### src/rtl/kdlp_pkg.sv
// ----------------------------------------------------------------------------
// kdlp_pkg
// Shared types and constants for the key debounce and long-press unit.
// ----------------------------------------------------------------------------
package kdlp_pkg;

    localparam int unsigned NOW_W   = 32;
    localparam int unsigned THR_W   = 16;
    localparam int unsigned CFG_W   = 16;
    localparam int unsigned CIDX_W  = 2;

    typedef enum logic [1:0] {
        PH_IDLE     = 2'd0,
        PH_DEBOUNCE = 2'd1,
        PH_PRESSED  = 2'd2,
        PH_LONG     = 2'd3
    } t_phase;

    typedef enum logic [CIDX_W-1:0] {
        REG_ACTIVE_LOW = 2'd0,
        REG_DEBOUNCE   = 2'd1,
        REG_LONG_PRESS = 2'd2,
        REG_REPEAT     = 2'd3
    } t_reg_idx;

    typedef struct packed {
        logic             active_low;
        logic [THR_W-1:0] debounce_ticks;
        logic [THR_W-1:0] long_press_ticks;
        logic [THR_W-1:0] repeat_ticks;
    } t_cfg;

    localparam logic [THR_W-1:0] RST_DEBOUNCE   = 16'd20;
    localparam logic [THR_W-1:0] RST_LONG_PRESS = 16'd1000;
    localparam logic [THR_W-1:0] RST_REPEAT     = 16'd200;

endpackage

### src/rtl/kdlp_cfg.sv
// ----------------------------------------------------------------------------
// kdlp_cfg
// Configuration register file: polarity and the three tick thresholds.
// ----------------------------------------------------------------------------
module kdlp_cfg (
    input  logic                        i_clk,
    input  logic                        i_rst_n,
    input  logic                        i_cfg_we,
    input  logic [kdlp_pkg::CIDX_W-1:0] i_cfg_index,
    input  logic [kdlp_pkg::CFG_W-1:0]  i_cfg_data,
    output kdlp_pkg::t_cfg              o_cfg
);
    import kdlp_pkg::*;

    t_cfg r_cfg;
    t_cfg n_cfg;

    always_comb begin
        n_cfg = r_cfg;
        if (i_cfg_we) begin
            unique case (t_reg_idx'(i_cfg_index))
                REG_ACTIVE_LOW: n_cfg.active_low       = i_cfg_data[0];
                REG_DEBOUNCE:   n_cfg.debounce_ticks   = i_cfg_data[THR_W-1:0];
                REG_LONG_PRESS: n_cfg.long_press_ticks = i_cfg_data[THR_W-1:0];
                REG_REPEAT:     n_cfg.repeat_ticks     = i_cfg_data[THR_W-1:0];
                default:        n_cfg = r_cfg;
            endcase
        end
    end

    always_ff @(posedge i_clk) begin
        if (!i_rst_n) begin
            r_cfg.active_low       <= 1'b0;
            r_cfg.debounce_ticks   <= RST_DEBOUNCE;
            r_cfg.long_press_ticks <= RST_LONG_PRESS;
            r_cfg.repeat_ticks     <= RST_REPEAT;
        end else begin
            r_cfg <= n_cfg;
        end
    end

    assign o_cfg = r_cfg;

endmodule

### src/rtl/kdlp_step.sv
// ----------------------------------------------------------------------------
// kdlp_step
// Next-state logic of the key state machine for one scan: one wrapping
// subtract and one compare against the threshold of the current phase.
// ----------------------------------------------------------------------------
module kdlp_step #(
    parameter int unsigned TICK_WIDTH = 32
) (
    input  kdlp_pkg::t_cfg              i_cfg,
    input  kdlp_pkg::t_phase            i_phase,
    input  logic [TICK_WIDTH-1:0]       i_mark,
    input  logic                        i_pin_level,
    input  logic [TICK_WIDTH-1:0]       i_now,
    output kdlp_pkg::t_phase            o_phase,
    output logic [TICK_WIDTH-1:0]       o_mark,
    output logic                        o_pressed_event,
    output logic                        o_long_event
);
    import kdlp_pkg::*;

    logic                  active;
    logic [TICK_WIDTH-1:0] diff;
    logic [THR_W-1:0]      thr;
    logic [TICK_WIDTH-1:0] thr_ext;
    logic                  reach;

    assign active  = i_pin_level ^ i_cfg.active_low;
    assign diff    = i_now - i_mark;

    always_comb begin
        unique case (i_phase)
            PH_DEBOUNCE: thr = i_cfg.debounce_ticks;
            PH_PRESSED:  thr = i_cfg.long_press_ticks;
            default:     thr = i_cfg.repeat_ticks;
        endcase
    end

    assign thr_ext = {{(TICK_WIDTH-THR_W){1'b0}}, thr};

    // Debounce needs a strictly longer hold; long and repeat fire on equality.
    assign reach = (i_phase == PH_DEBOUNCE) ? (diff > thr_ext) : (diff >= thr_ext);

    always_comb begin
        o_phase         = i_phase;
        o_mark          = i_mark;
        o_pressed_event = 1'b0;
        o_long_event    = 1'b0;
        unique case (i_phase)
            PH_IDLE: begin
                if (active) begin
                    o_phase = PH_DEBOUNCE;
                    o_mark  = i_now;
                end
            end
            PH_DEBOUNCE: begin
                if (!active) begin
                    o_phase = PH_IDLE;
                end else if (reach) begin
                    o_phase         = PH_PRESSED;
                    o_mark          = i_now;
                    o_pressed_event = 1'b1;
                end
            end
            PH_PRESSED: begin
                if (!active) begin
                    o_phase = PH_IDLE;
                end else if (reach) begin
                    o_phase      = PH_LONG;
                    o_mark       = i_now;
                    o_long_event = 1'b1;
                end
            end
            default: begin
                if (!active) begin
                    o_phase = PH_IDLE;
                end else if (reach) begin
                    o_mark       = i_now;
                    o_long_event = 1'b1;
                end
            end
        endcase
    end

endmodule

### src/rtl/key_debounce_longpress_fsm_unit.sv
// ----------------------------------------------------------------------------
// key_debounce_longpress_fsm_unit
// An accepted scan beat passes the input register, then the result register.
// Throughput: one scan per cycle unless stalled. The input register feeds the
// state machine and result register; the state updates as a beat enters the
// result. Reset (synchronous, active low): phase idle, time stamp zero,
// registers at their defaults, both pipeline stages empty.
// ----------------------------------------------------------------------------
module key_debounce_longpress_fsm_unit #(
    parameter int unsigned TICK_WIDTH = 32
) (
    input  logic                        i_clk,
    input  logic                        i_rst_n,
    input  logic                        i_cfg_we,
    input  logic [kdlp_pkg::CIDX_W-1:0] i_cfg_index,
    input  logic [kdlp_pkg::CFG_W-1:0]  i_cfg_data,
    input  logic                        i_in_valid,
    output logic                        o_in_stall,
    input  logic                        i_pin_level,
    input  logic [kdlp_pkg::NOW_W-1:0]  i_now_tick,
    output logic                        o_out_valid,
    input  logic                        i_out_stall,
    output logic                        o_pressed_event,
    output logic                        o_long_event,
    output logic [1:0]                  o_key_phase
);
    import kdlp_pkg::*;

    t_cfg cfg;

    // Input stage.
    logic                  r_s1_valid;
    logic                  r_s1_pin;
    logic [TICK_WIDTH-1:0] r_s1_now;
    logic [TICK_WIDTH-1:0] now_w;

    // Machine state.
    t_phase                r_phase;
    logic [TICK_WIDTH-1:0] r_mark;
    t_phase                n_phase;
    logic [TICK_WIDTH-1:0] n_mark;
    logic                  n_pressed;
    logic                  n_long;

    // Result stage.
    logic                  r_out_valid;
    logic                  r_pressed;
    logic                  r_long;
    t_phase                r_out_phase;

    logic out_free;
    logic advance;
    logic in_take;

    assign out_free   = !r_out_valid || !i_out_stall;
    assign advance    = r_s1_valid && out_free;
    assign o_in_stall = r_s1_valid && !out_free;
    assign in_take    = i_in_valid && !o_in_stall;

    // The tick is taken modulo 2^TICK_WIDTH.
    generate
        if (TICK_WIDTH >= NOW_W) begin : g_now_ext
            assign now_w = {{(TICK_WIDTH-NOW_W){1'b0}}, i_now_tick};
        end else begin : g_now_trunc
            assign now_w = i_now_tick[TICK_WIDTH-1:0];
        end
    endgenerate

    kdlp_cfg u_cfg (
        .i_clk       (i_clk),
        .i_rst_n     (i_rst_n),
        .i_cfg_we    (i_cfg_we),
        .i_cfg_index (i_cfg_index),
        .i_cfg_data  (i_cfg_data),
        .o_cfg       (cfg)
    );

    kdlp_step #(
        .TICK_WIDTH (TICK_WIDTH)
    ) u_step (
        .i_cfg           (cfg),
        .i_phase         (r_phase),
        .i_mark          (r_mark),
        .i_pin_level     (r_s1_pin),
        .i_now           (r_s1_now),
        .o_phase         (n_phase),
        .o_mark          (n_mark),
        .o_pressed_event (n_pressed),
        .o_long_event    (n_long)
    );

    always_ff @(posedge i_clk) begin
        if (!i_rst_n) begin
            r_s1_valid <= 1'b0;
        end else if (in_take) begin
            r_s1_valid <= 1'b1;
        end else if (advance) begin
            r_s1_valid <= 1'b0;
        end
    end

    always_ff @(posedge i_clk) begin
        if (in_take) begin
            r_s1_pin <= i_pin_level;
            r_s1_now <= now_w;
        end
    end

    always_ff @(posedge i_clk) begin
        if (!i_rst_n) begin
            r_phase <= PH_IDLE;
            r_mark  <= '0;
        end else if (advance) begin
            r_phase <= n_phase;
            r_mark  <= n_mark;
        end
    end

    always_ff @(posedge i_clk) begin
        if (!i_rst_n) begin
            r_out_valid <= 1'b0;
        end else if (out_free) begin
            r_out_valid <= r_s1_valid;
        end
    end

    always_ff @(posedge i_clk) begin
        if (advance) begin
            r_pressed   <= n_pressed;
            r_long      <= n_long;
            r_out_phase <= n_phase;
        end
    end

    assign o_out_valid     = r_out_valid;
    assign o_pressed_event = r_pressed;
    assign o_long_event    = r_long;
    assign o_key_phase     = r_out_phase;

endmodule
### config.mk
export PLATFORM = sky130hd
export DESIGN_NAME = key_debounce_longpress_fsm_unit
export DESIGN_NICKNAME = d
export VERILOG_FILES = /design/src/rtl/kdlp_pkg.sv /design/src/rtl/kdlp_cfg.sv /design/src/rtl/kdlp_step.sv /design/src/rtl/key_debounce_longpress_fsm_unit.sv
export SDC_FILE = /design/constraint.sdc
export NUM_CORES = 1
export LEC_CHECK = 0
export ABC_AREA = 1
export BUFFER_PORTS_ARGS = -buffer_cell sky130_fd_sc_hd__buf_2
export CAP_MARGIN = 20
export CORE_MARGIN = 5
export CORE_UTILIZATION = 55
export DETAILED_ROUTE_END_ITERATION = 6
export HOLD_SLACK_MARGIN = 0.15
export PLACE_DENSITY = 0.77
export SETUP_SLACK_MARGIN = 0.4
export SYNTH_ARGS = -nofsm -noshare
export SYNTH_HDL_FRONTEND = slang
export SYNTH_SLANG_ARGS = --single-unit
### constraint.sdc
create_clock -name i_clk -period 3.2 [get_ports i_clk]
set_clock_uncertainty 0.2 [all_clocks]
set_input_delay 0 -clock i_clk [delete_from_list [all_inputs] [get_ports i_clk]]
set_output_delay 0 -clock i_clk [all_outputs]
set_load 0.03 [all_outputs]
======== Yosys cells after proc, flatten, opt, wreduce, memory -nomap -nowiden ========
Index checks and enable logic that the tools add are counted.
cells by class
  add/sub/neg operators ................... 1
  order comparisons ....................... 2
  equality and inequality tests ........... 5
  mux-type cells .......................... 17
  bitwise logic cells ..................... 1
  reduce and logical (&&, ||, !) cells .... 18
operator list
  cell                count
  $mux 32             4
  $ge 32x16->1        1
  $gt 32x16->1        1
  $pmux 16 s2         1
  $sub 32x32->32      1
  $mux 2              6
  $reduce_and 2->1    4
  $eq 2x2->1 const B  3
  $pmux 2 s3          1
  $mux 1              5
  $eq 2x1->1 const B  2
  $logic_not 1->1     4
  $logic_not 2->1     2
  $reduce_bool 2->1   2
  $logic_and 1x1->1   3
  $reduce_and 3->1    1
  $reduce_or 2->1     1
  $logic_or 1x1->1    1
  $xor 1x1->1         1
word-level totals
  register bits ........................... 122
  bits of input ports ..................... 56
  output and inout bits ................... 6
  word-level logic and storage cells ...... 57

======== Logic depth before layout (Yosys ltp) ========
Gate-level depths: netlist of the first run.
  word-level depth ........................ 7
  gate-level depth with buffers ........... 27
  mapped depth without buffers ............ 27

======== Modules after synthesis ========
Synthesis of the first run repeated with hierarchy kept, for this count alone.
second synthesis, totals
  cell total of the unflattened synthesis .. 1535
  area total of the unflattened synthesis .. 9411.5 um2
modules (own cells, without submodules)
  module                           times used  cells an instance  area each (um2)  sequential area each (um2)
  kdlp_step                        1           965                4739.5           0.0
  key_debounce_longpress_fsm_unit  1           273                2711.4           1831.8
  kdlp_cfg                         1           297                1960.6           980.9

======== Worst setup path after synthesis of the first run ========
Ideal clock, no wire load.
  path type ............................... reg2reg
  from .................................... register r_s1_now[5]
  to ...................................... register r_mark[1]
  setup time .............................. 120 ps
  arrival time ............................ 3044 ps
  data required time ...................... 2880 ps
  slack ................................... -164 ps
  cell stages (with the launch flop) ...... 22
  path buffers ............................ 1
  period minus slack after synthesis ...... 3364 ps
  cell sequence ........................... edfxtp_1 ha_1 nand2_2 inv_1 a21oi_2 nand2_4 nand2_2 nand2_2 xor2_1 ha_1 nand4_1 nor3_1 nand3_1 nand2_1 nand2_1 nor2_1 nand2_1 nor2_4 nand3b_4 nand2_8 buf_4 a21oi_1
on the way
  cells in the longest elaborated chain, start to end .. 5
  elaborated cells on any way between the ends .. 6
  classes of those cells .................. add/sub: 1; order compare: 2; mux: 1; reduce/logical: 2
ends and longest elaborated chain
  item                                          line                                    RTL
  start, declared                               key_debounce_longpress_fsm_unit.sv:34   logic [TICK_WIDTH-1:0] r_s1_now;
  start signal, assigned                        key_debounce_longpress_fsm_unit.sv:105  r_s1_now <= now_w;
  $sub 32x32->32 (*)                            kdlp_step.sv:28                         assign diff = i_now - i_mark;
  $ge 32x16->1 or $gt 32x16->1 (tied branches)  kdlp_step.sv:41                         assign reach = (i_phase == PH_DEBOUNCE) ? (diff > thr_ext) : (diff >= thr_ext);
  $mux 1 (*)                                    kdlp_step.sv:41
  $reduce_bool 2->1 (no line) (*)               n/a
  $reduce_and 3->1 (no line) (*)                n/a
  end signal, assigned                          key_debounce_longpress_fsm_unit.sv:115  r_mark <= n_mark;
  end, declared                                 key_debounce_longpress_fsm_unit.sv:39   logic [TICK_WIDTH-1:0] r_mark;
Mark *: on every way between the ends. The rest lies on a longest branch, timed or not.
A chain may end at the register's enable or synchronous reset.

======== Final worst setup path of the first run ========
  from .................................... register r_s1_now[12]
  to ...................................... register r_mark[15]
The elaborated chain is that of the path after synthesis.

==> results of run 1 <==
worst min-delay path, cell delays in order:
cell,delay [ns]
dlygate4sd3_1,0.51
buf_2,0.12
nand2_1,0.05
nand3_1,0.07
per-stage QoR:
stage / setup WS, ns / total power, uW / std cells / TNS (ns)
6_report: -0.594 / 5320 / 1606 / -19.32
5_1_grt: -0.773 / 5570 / 1605 / -26.93
4_1_cts: -0.403 / 5100 / 1586 / -12.59
3_5_place_dp: -0.413 / 3090 / 1417 / -13.86
3_3_place_gp: -0.318 / 3060 / 1417 / -10.84
2_1_floorplan: 0.0195 / 2620 / 1105 / 0
path summary, 6_finish.rpt:
path,startpoint,end,slack (ns),cells after the start
worst min-delay path,i_cfg_data[6],u_cfg.o_cfg[22],0.16,4
worst min register to register,u_cfg.o_cfg[24],u_cfg.o_cfg[24],0.26,2
worst max-delay path,r_s1_now[12],r_mark[15],-0.59,27
worst max register to register,r_s1_now[12],r_mark[15],-0.59,27
power groups by stage:
stage	Combinational [uW]	Clock [uW]	Sequential (uW)
after global routing	1920	1910	1740
after detailed placement	1330	0	1760
after global placement	1300	0	1760
final	1760	1820	1740
after CTS	1550	1820	1730
after floorplan	864	0	1760
final cells by class:
class,instances,area (um^2)
repair buffers,316,2640
fillers,762,2270
inverters,173,658
clock inverters,12,88.8
flip-flops and latches,122,2810
clock buffers,20,468
diodes,1,2.50
multi-input cells,782,4660
well taps,180,225
metal layers:
layer / share of wire [%] / up-vias
met5: 0 / -
met2: 50 / 412
li1: - / 4134
met4: 4.8 / 0
met1: 38 / 3977
met3: 6.8 / 122
cell usage after synthesis, types with 3 or more instances:
cell	number	area, um^2
dfxtp_1	85	1700
xor2_1	15	131
o21ai_1	29	145
clkinv_1	3	11.3
o21bai_1	6	45.0
nand3_1	58	290
nand4_1	12	75.1
o21ai_0	61	305
a21oi_1	36	180
nand2_2	14	87.6
inv_1	166	623
nand3_2	5	50.1
nor2_2	4	25.0
a21oi_2	29	254
edfxtp_1	37	1110
nor2_1	128	480
nor3_1	8	40.0
clkbuf_1	21	78.8
nand2_1	305	1140
inv_2	4	15.0
buf_8	3	45.0
nor2_4	4	45.0
ha_1	51	638
flip-flops by register name, indices dropped and copies added (netlist names):
name             cells
r_mark              32
r_s1_pin             1
o_key_phase          2
o_long_event         1
r_s1_valid           1
r_phase              2
o_out_valid          1
o_pressed_event      1
u_cfg.o_cfg         49
r_s1_now            32
kinds of logic (layout without fill, tap and decap cells):
| family | count (synthesis) | in the layout | share of synthesized area [%] |
|---|---|---|---|
| buf+inv | 201 | 521 | 10.4 |
| fa+ha+maj | 52 | 52 | 8.52 |
| simple gates | 549 | 549 | 30.5 |
| xor+xnor | 16 | 16 | 1.81 |
| compound gates | 165 | 165 | 12.4 |
| other cells | 0 | 1 | 0 |
| flops | 122 | 122 | 36.4 |
repair_timing:
item | 4_1_cts | 5_1_grt
hold buffers | 109 | 0
buffers inserted | 25 | 20
endpoints found under the setup margin | 38 | 56
cloned | 3 | 0
hold endpoints to repair | 150 | 0
resized for setup | 43 | 82
pin swaps | 16 | 49
==> metrics.md, run 1 <==
| Metric | Value |
|---|---|
| Status | `finished, violations left` |
| Failing checks | `design-rule violations, negative setup slack` |
| DRC Markers | `13` |
| Crit end category | `flop` |
| Most frequent CP cell | `nand2_1` |
| Startpoint types | `flop` |
| Maximum vdd drop | `0.418 mV` |
| Final HPWL DP | `14900 um` |
| Util after Layout | `83.6%` |
| # rows | `43` |
| Cell Pwr Density | `461 mW/mm^2` |
| Core area | `0.0138 mm^2` |
| Internal | `3540 uW` |
| Relative slew slack | `54.4%` |
| Die area | `0.0165 mm^2` |
| Routed len/inst | `16.4 um` |
| Crit path buffers/inverters | `6` |
| Largest fanout on the critical path | `7` |
| Tightest Pin Transition | `0.681 ns` |
| H-tree levels | `4` |
| Max stage delay on crit path | `0.48 ns` |
| Die X | `129 um` |
| Most frequent cells in the layout | `nand2_1, inv_1, buf_4` |
| Routed WL | `26400 um` |
| Crit path kind | `reg2reg` |
| # port buffers | `61` |
| M3 GR Usage | `5.98%` |
| Tmin final | `3.79 ns` |
| Layout cells sized above 1 | `29.0%` |
| M1 GR Usage | `34.5%` |
| Clock sinks | `122` |
| Initial antenna violation count | `0` |
| Number of synthesized flops with an enable pin | `37` |
| Register area share after synthesis | `36.4%` |
| Syn Area/Cell | `6.99 um^2` |
| First-pass DRT Iterations | `7` |
| Slowest CP cell | `edfxtp_1` |
| Initial cell density of the core | `55.9%` |
| Die H | `129 um` |
| Async set-reset flop share out of synthesis | `0%` |
| Commonest non-fill, non-tap cell in the layout | `nand2_1` |
| Worst-Skew Late Latency | `0.43 ns` |
| DR vias | `8645` |
| First-pass GRT wire length | `40500 um` |
| Logic pwr share | `33.1%` |
| CTS clk-pin slew, worst paths | `0.06 ns` |
| Clock share of power | `34.2%` |
| Area after DPL | `0.00902 mm^2` |
| Worst endpoint required time | `3.32 ns` |
| Gr ovfl total | `0` |
| Vias in the first global route | `8614` |
| Final Cycle Share | `119%` |
| Layout area overhead | `49.6%` |
| Worst path top cell family by delay | `simple AND/OR/NAND/NOR gates` |
| Max Slew Vio Count | `0` |
| Final #Nets | `1520` |
| Synth Instances | `1105` |
| Syn_nets | `1213` |
| Number of vias per cell | `5.38` |
| Sequential share of power | `32.6%` |
| Cts bufs inserted | `17` |
| Max_cap viols | `0` |
| Switching power | `1780 uW` |
| Net Sw Frac | `33.5%` |
| RSZ-0062 raised after global routing | `yes` |
| YS warnings | `0` |
| DR iter-0 viols | `820` |
| WHS | `0.156 ns` |
| # IOs | `62` |
| Root Buffer Master | `clkbuf_16` |
| Worst EP arrival | `3.91 ns` |
| Largest net degree at the start of global routing | `49` |
| GRT Total Usage | `30.8%` |
| GR peak layer | `met2` |
| Achievable clock frequency | `0.264 GHz` |
| Post-route cell area | `0.0116 mm^2` |
| Ys flop type | `dfxtp_1` |
| Worst hold path type | `in2reg` |
| Final Wtd Congestion | `0.963` |
| Final count of hold timing violations | `0` |
| P_leak | `0.00555 uW` |
| Synth Register Bits | `122` |
| Clock buffer depth | `2` |
| CTS tree | `built` |
| Final worst slack | `-0.594 ns` |
| Met2 Track Usage GR | `55.0%` |
| ANT nets after route | `0` |
| Library cells used by synthesis | `42` |
| Mapped Area | `0.00773 mm^2` |
| Final setup viols | `38` |
No activity file was read; power rests on OpenSTA's default activity.
==> run 2: changes to the inputs <==
PLACE_DENSITY = not set   (was 0.77)
PLACE_DENSITY_LB_ADDON = 0.12   (was not set)
==> run 2 against run 1 <==
- the run ends with negative setup slack left
- design area shrank 2.2%
- register-to-register slack better by 0.09 ns
- combinational power shrank 9%
- setup slack better by 0.088 ns
- critical path type unchanged
- critical endpoint is now r_mark[19]
==> metrics.md, run 2 (same netlist as run 1, synthesis figures left out) <==
| Metric | Value |
|---|---|
| Final Wtd Congestion | `0.951 (was 0.963)` |
| CTS tree | `built (unchanged)` |
| Final Cycle Share | `116% (was 119%)` |
| GRT Total Usage | `29.4% (was 30.8%)` |
| Worst hold path cell count | `4 (unchanged)` |
| Post-route cell area | `0.0113 mm^2 (was 0.0116 mm^2)` |
| Final worst slack | `-0.506 ns (was -0.594 ns)` |
| ANT nets after route | `0 (unchanged)` |
| Final #Nets | `1496 (was 1520)` |
| Most frequent cells in the layout | `nand2_1, inv_1, nor2_1 (was nand2_1, inv_1, buf_4)` |
| DR vias | `8254 (was 8645)` |
| Startpoint types | `flop (unchanged)` |
| Worst path top cell family by delay | `simple AND/OR/NAND/NOR gates (unchanged)` |
| Max_cap viols | `0 (unchanged)` |
| Crit path buffers/inverters | `4 (was 6)` |
| Relative slew slack | `54.1% (was 54.4%)` |
| Routed WL | `24500 um (was 26400 um)` |
| Max Slew Vio Count | `0 (unchanged)` |
| Vias in the first global route | `8154 (was 8614)` |
| Die area | `0.0165 mm^2 (unchanged)` |
| Core area | `0.0138 mm^2 (unchanged)` |
| Die H | `129 um (unchanged)` |
| Layout area overhead | `46.3% (was 49.6%)` |
| Layout cells sized above 1 | `25.3% (was 29.0%)` |
| Initial cell density of the core | `55.9% (unchanged)` |
| Worst hold start | `i_cfg_data[11] (was i_cfg_data[6])` |
| Tightest Pin Transition | `0.683 ns (was 0.681 ns)` |
| Worst-Skew Late Latency | `0.44 ns (was 0.43 ns)` |
| Most frequent CP cell | `nand2_1 (unchanged)` |
| Cell count along the critical path | `22 (was 27)` |
| Achievable clock frequency | `0.270 GHz (was 0.264 GHz)` |
| Max stage delay on crit path | `0.41 ns (was 0.48 ns)` |
| R2r worst-path depth | `22 (was 27)` |
| H-tree levels | `4 (unchanged)` |
| Initial antenna violation count | `0 (unchanged)` |
| Largest net degree at the start of global routing | `34 (was 49)` |
| P_leak | `0.00541 uW (was 0.00555 uW)` |
| CTS clk-pin slew, worst paths | `0.06 ns (about the same)` |
| Die X | `129 um (unchanged)` |
| FF-to-FF End | `r_mark[19] (was r_mark[15])` |
| CP cell instances | `inv_1, ha_4, fa_2, nor2_2, buf_4, o21ai_1, nand2_1, xor2_1, ha_1, nand2_1, nor3_2, nand3_1, nand2_1, nand2_1, nor2_1, nand2_1, nor2_4, nand3b_4, nand2_8, buf_6, clkbuf_16, a21oi_2` |
| RSZ-0062 raised after global routing | `yes (unchanged)` |
| Number of vias per cell | `5.22 (was 5.38)` |
| Commonest non-fill, non-tap cell in the layout | `nand2_1 (unchanged)` |
| Pre-CTS setup slack | `-0.394 ns (was -0.413 ns)` |
| Gr ovfl total | `0 (unchanged)` |
| Logic pwr share | `30.4% (was 33.1%)` |
| Flop2flop setup slack | `-0.51 ns (was -0.59 ns)` |
| ANT cells | `0 (was 1)` |
| Pwr Total | `5310 uW (was 5320 uW)` |
| Internal | `3630 uW (was 3540 uW)` |
| Sequential share of power | `32.7% (was 32.6%)` |
| Hold EP | `u_cfg.o_cfg[11] (was u_cfg.o_cfg[22])` |
| # fillers | `914 (was 762)` |
| Largest fanout on the critical path | `7 (unchanged)` |
| Failing checks | `negative setup slack (was design-rule violations, negative setup slack)` |
| Clock sinks | `122 (unchanged)` |
| Status | `finished, violations left (unchanged)` |
| Switching power | `1680 uW (was 1780 uW)` |
| Clock buffer depth | `2 (unchanged)` |
| # IOs | `62 (unchanged)` |
| Final setup viols | `38 (unchanged)` |
| Maximum vdd drop | `0.388 mV (was 0.418 mV)` |
| Worst endpoint required time | `3.32 ns (about the same)` |
| Area after DPL | `0.00899 mm^2 (was 0.00902 mm^2)` |
| Max reg flops | `49 (unchanged)` |
| # port buffers | `61 (unchanged)` |
| Crit end category | `flop (unchanged)` |
| DRC Markers | `0 (was 13)` |
| First-pass GRT wire length | `38900 um (was 40500 um)` |
| Net Sw Frac | `31.7% (was 33.5%)` |
| Final HPWL DP | `14500 um (was 14900 um)` |
| Cell Pwr Density | `470 mW/mm^2 (was 461 mW/mm^2)` |
| Clock share of power | `37.0% (was 34.2%)` |
| First-pass DRT Iterations | `7 (unchanged)` |
| Routed len/inst | `15.5 um (was 16.4 um)` |
| # rows | `43 (unchanged)` |
| Root Buffer Master | `clkbuf_16 (unchanged)` |
| Final count of hold timing violations | `0 (unchanged)` |
| Slowest CP cell | `edfxtp_1 (unchanged)` |
| DR iter-0 viols | `735 (was 820)` |
| Tmin final | `3.71 ns (was 3.79 ns)` |
| RR Startpoint | `r_s1_now[0] (was r_s1_now[12])` |
| Worst hold path type | `in2reg (unchanged)` |
| Worst EP arrival | `3.82 ns (was 3.91 ns)` |
| WHS | `0.172 ns (was 0.156 ns)` |
| Cts bufs inserted | `17 (unchanged)` |
| Crit path kind | `reg2reg (unchanged)` |
-- run 2: changes by cell type in the layout (fill, tap and decap cells not counted), moves of 4 or more --
cell       previous run  this run
o21ai_1              24        30
nand2_1             268       280
buf_4               134       106
inv_2                17        13
inv_1               150       157
clkbuf_16            18        22
o21ai_2               9         2
nand2_4              16         6
-- run 2: cell type report --
cell class | count | area (um^2) | area share (%)
clock buffer | 22 | 508 | 4.49
clock inverter | 10 | 101 | 0.896
inverter | 173 | 649 | 5.74
multi-input combinational | 782 | 4530 | 40.1
sequential | 122 | 2810 | 24.9
tap | 180 | 225 | 1.99
timing repair buffer | 292 | 2480 | 22.0
-- run 2: worst min-delay path: stages --
cell and delay (ns):
dlygate4sd3_1 0.52, buf_2 0.13, nor2_1 0.05, nor2_1 0.08
-- run 2: timing repair --
item / CTS / global route
pin swaps: 5 / 29
gates cloned: 2 / 2
hold buffers: 111 / 0
setup buffers: 9 / 14
endpoints found under the hold margin: 142 / 0
setup endpoints to repair: 38 / 42
resized for setup: 35 / 49
-- run 2: routing by layer --
metal,global-route usage [%],routed length [um],vias to the layer above
met5,0,0,-
li1,-,-,4079
met3,4.94,1390,58
met1,36.1,10400,3785
met4,12.0,682,0
met2,51.4,12100,332
-- run 2: metrics by stage --
step / setup TNS, ns / std cells / utilization, %
floorplan: 0 / 1105 / -
global placement: -11.04 / 1412 / 65.0
detailed placement: -13.00 / 1412 / 65.0
CTS: -11.35 / 1566 / 79.5
global route: -26.37 / 1581 / 81.8
finish: -17.65 / 1581 / 81.8
-- run 2: worst max-delay path by stage --
stage | start | to | slack [ns]
5_1_grt | r_s1_now[0] | r_mark[4] | -0.73
6_report | r_s1_now[0] | r_mark[19] | -0.51
3_3_place_gp | r_s1_now[8] | r_mark[17] | -0.34
2_1_floorplan | r_s1_now[4] | r_mark[10] | 0.02
3_5_place_dp | r_s1_now[8] | r_mark[17] | -0.39
4_1_cts | r_s1_now[5] | r_mark[16] | -0.35
-- run 2: power groups by stage --
| stage | clock network, uW | logic (uW) | registers (uW) |
|---|---|---|---|
| final | 1960 | 1610 | 1730 |
| after global routing | 2050 | 1790 | 1740 |
| after CTS | 1970 | 1480 | 1730 |
| after detailed placement | 0 | 1300 | 1760 |
| after global placement | 0 | 1280 | 1760 |
| after floorplan | 0 | 864 | 1760 |
==> run 3: changes to the inputs <==
CELL_PAD_IN_SITES_DETAIL_PLACEMENT = 1   (was not set)
CELL_PAD_IN_SITES_GLOBAL_PLACEMENT = 1   (was not set)
CORE_UTILIZATION = 40   (was 55)
==> run 3 against run 2 <==
- the flow still finishes with violations (negative setup slack)
- first-iteration DRC count is 32% lower
- sequential power hardly changed
- critical path depth is 3 higher
- design area is 4.3% higher
- non-clock buffer count is 29 higher
- global-route usage is 4.0 points lower
- utilization is 19 points lower
- maximum frequency is 7.5% lower
- sequential share of layout area is 1.0 points lower
- register-to-register slack worse by 0.30 ns
- cell count is 7.0% higher
- critical endpoint is now r_mark[1]
==> metrics.md, run 3 (same netlist as run 1, synthesis figures left out) <==
| Metric | Value |
|---|---|
| RR Startpoint | `r_mark[11] (was r_s1_now[0])` |
| Clock buffer depth | `2 (unchanged)` |
| H-tree levels | `4 (unchanged)` |
| Initial cell density of the core | `40.9% (was 55.9%)` |
| # IOs | `62 (unchanged)` |
| Max reg flops | `49 (unchanged)` |
| Worst hold path type | `in2reg (unchanged)` |
| Initial antenna violation count | `0 (unchanged)` |
| Core area | `0.0189 mm^2 (was 0.0138 mm^2)` |
| Commonest non-fill, non-tap cell in the layout | `nand2_1 (unchanged)` |
| Max stage delay on crit path | `0.38 ns (was 0.41 ns)` |
| Worst EP arrival | `4.17 ns (was 3.82 ns)` |
| Tmin final | `4.01 ns (was 3.71 ns)` |
| Largest fanout on the critical path | `7 (unchanged)` |
| Achievable clock frequency | `0.250 GHz (was 0.270 GHz)` |
| Crit end category | `flop (unchanged)` |
| Final count of hold timing violations | `0 (unchanged)` |
| Relative slew slack | `6.34% (was 54.1%)` |
| Crit. Startpoint | `r_mark[11] (was r_s1_now[0])` |
| Startpoint types | `flop (unchanged)` |
| Cell Pwr Density | `464 mW/mm^2 (was 470 mW/mm^2)` |
| Final Cycle Share | `125% (was 116%)` |
| Routed WL | `31300 um (was 24500 um)` |
| Worst-Skew Late Latency | `0.44 ns (about the same)` |
| Cts bufs inserted | `17 (unchanged)` |
| GRT Total Usage | `25.4% (was 29.4%)` |
| Pwr Total | `5480 uW (was 5310 uW)` |
| R2r worst-path depth | `25 (was 22)` |
| CTS tree | `built (unchanged)` |
| Die H | `149 um (was 129 um)` |
| Final Wtd Congestion | `0.856 (was 0.951)` |
| Util after Layout | `62.5% (was 81.8%)` |
| # port buffers | `61 (unchanged)` |
| Slowest CP cell | `dfxtp_1 (was edfxtp_1)` |
| Max_cap viols | `0 (unchanged)` |
| Final HPWL DP | `17500 um (was 14500 um)` |
| DRC Markers | `0 (unchanged)` |
| Routed len/inst | `18.5 um (was 15.5 um)` |
| Tightest Pin Transition | `1.39 ns (was 0.683 ns)` |
| Clock sinks | `122 (unchanged)` |
| Pre-CTS setup slack | `-0.508 ns (was -0.394 ns)` |
| Die area | `0.0222 mm^2 (was 0.0165 mm^2)` |
| Die X | `149 um (was 129 um)` |
| Largest net degree at the start of global routing | `84 (was 34)` |
| Maximum vdd drop | `0.343 mV (was 0.388 mV)` |
| P_leak | `0.00558 uW (was 0.00541 uW)` |
| CTS clk-pin slew, worst paths | `0.07 ns (was 0.06 ns)` |
| Post-route cell area | `0.0118 mm^2 (was 0.0113 mm^2)` |
| FF-to-FF End | `r_mark[1] (was r_mark[19])` |
| Number of vias per cell | `5.06 (was 5.22)` |
| Failing checks | `negative setup slack (unchanged)` |
| # rows | `50 (was 43)` |
| First-pass GRT wire length | `44700 um (was 38900 um)` |
| Most frequent cells in the layout | `nand2_1, inv_1, buf_4 (was nand2_1, inv_1, nor2_1)` |
| Gr ovfl total | `0 (unchanged)` |
| ANT cells | `0 (unchanged)` |
| Layout cells sized above 1 | `28.9% (was 25.3%)` |
| DR iter-0 viols | `503 (was 735)` |
| Crit path kind | `reg2reg (unchanged)` |
| ANT nets after route | `0 (unchanged)` |
| First-pass DRT Iterations | `5 (was 7)` |
| Max Slew Vio Count | `0 (unchanged)` |
| Final #Nets | `1526 (was 1496)` |
| Status | `finished, violations left (unchanged)` |
| Final setup viols | `38 (unchanged)` |
| Area after DPL | `0.00921 mm^2 (was 0.00899 mm^2)` |
| Worst endpoint required time | `3.36 ns (was 3.32 ns)` |
| Layout area overhead | `52.7% (was 46.3%)` |
| Flop2flop setup slack | `-0.81 ns (was -0.51 ns)` |
| RSZ-0062 raised after global routing | `yes (unchanged)` |
| Vias in the first global route | `8789 (was 8154)` |
| DR vias | `8563 (was 8254)` |
| Most frequent CP cell | `nand2_1 (unchanged)` |
| Final worst slack | `-0.805 ns (was -0.506 ns)` |
| Worst setup endpoint | `r_mark[1] (was r_mark[19])` |
| Root Buffer Master | `clkbuf_16 (unchanged)` |
-- run 3: how the worst min path moves through the flow --
stage                        start               to  depth (start not counted)
floorplan            i_now_tick[0]      r_s1_now[0]                          0
global placement    i_now_tick[16]     r_s1_now[16]                          1
detailed placement  i_now_tick[21]     r_s1_now[21]                          1
CTS                 i_cfg_data[10]  u_cfg.o_cfg[26]                          4
global route        i_cfg_data[10]  u_cfg.o_cfg[26]                          4
finish              i_cfg_data[10]  u_cfg.o_cfg[26]                          4
-- run 3: cell type report --
type                    count  area (um^2)
clock buffers              18          450
clock inverters            14          126
fillers                  2373         7090
inverters                 173          658
multi-input cells         783         4670
flip-flops and latches    122         2810
well taps                 260          325
repair buffers            321         2760
-- run 3: layer usage --
layer  global-route usage [%]  vias up  part of all wire, %
li1                         -     4143                    -
met1                     30.8     4210                   43
met2                     47.4      154                   52
met3                     3.71       56                  2.7
met4                     5.45        0                  2.3
met5                        0        -                    0
-- run 3: through the flow --
step           hold slack [ns]  TNS (ns)  cells
6_report                 0.164    -28.04   1691
4_1_cts                  0.152    -15.32   1659
5_1_grt                  0.175    -33.71   1691
3_5_place_dp           -0.0217    -17.66   1505
3_3_place_gp           -0.0240    -14.03   1505
2_1_floorplan           -0.101         0   1105
-- run 3: timing repair --
| item | 4_1_cts | 5_1_grt |
|---|---|---|
| cloned | 2 | 3 |
| hold buffers | 111 | 0 |
| endpoints found under the setup margin | 38 | 45 |
| pin swaps | 1 | 42 |
| resized for setup | 39 | 90 |
| hold endpoints to repair | 135 | 0 |
| buffers inserted | 9 | 29 |
-- run 3: power by group --
group	switching [uW]	internal, uW	leakage (uW)
clock	871	1070	0.000284
sequential	53.1	1690	0.00106
combinational	1010	788	0.00424
total	1940	3540	0.00558
-- run 3: critical path: cells and delay by family, from the launching register on --
family                     cells  cell delay [ns]
AOI/OAI and AO/OA              2             0.24
DFF                            1             0.38
adders and majority gates      2             0.54
xor gates and xnor gates       1             0.14
and+or+nand+nor               15             1.84
buffers and inverters          5             0.60
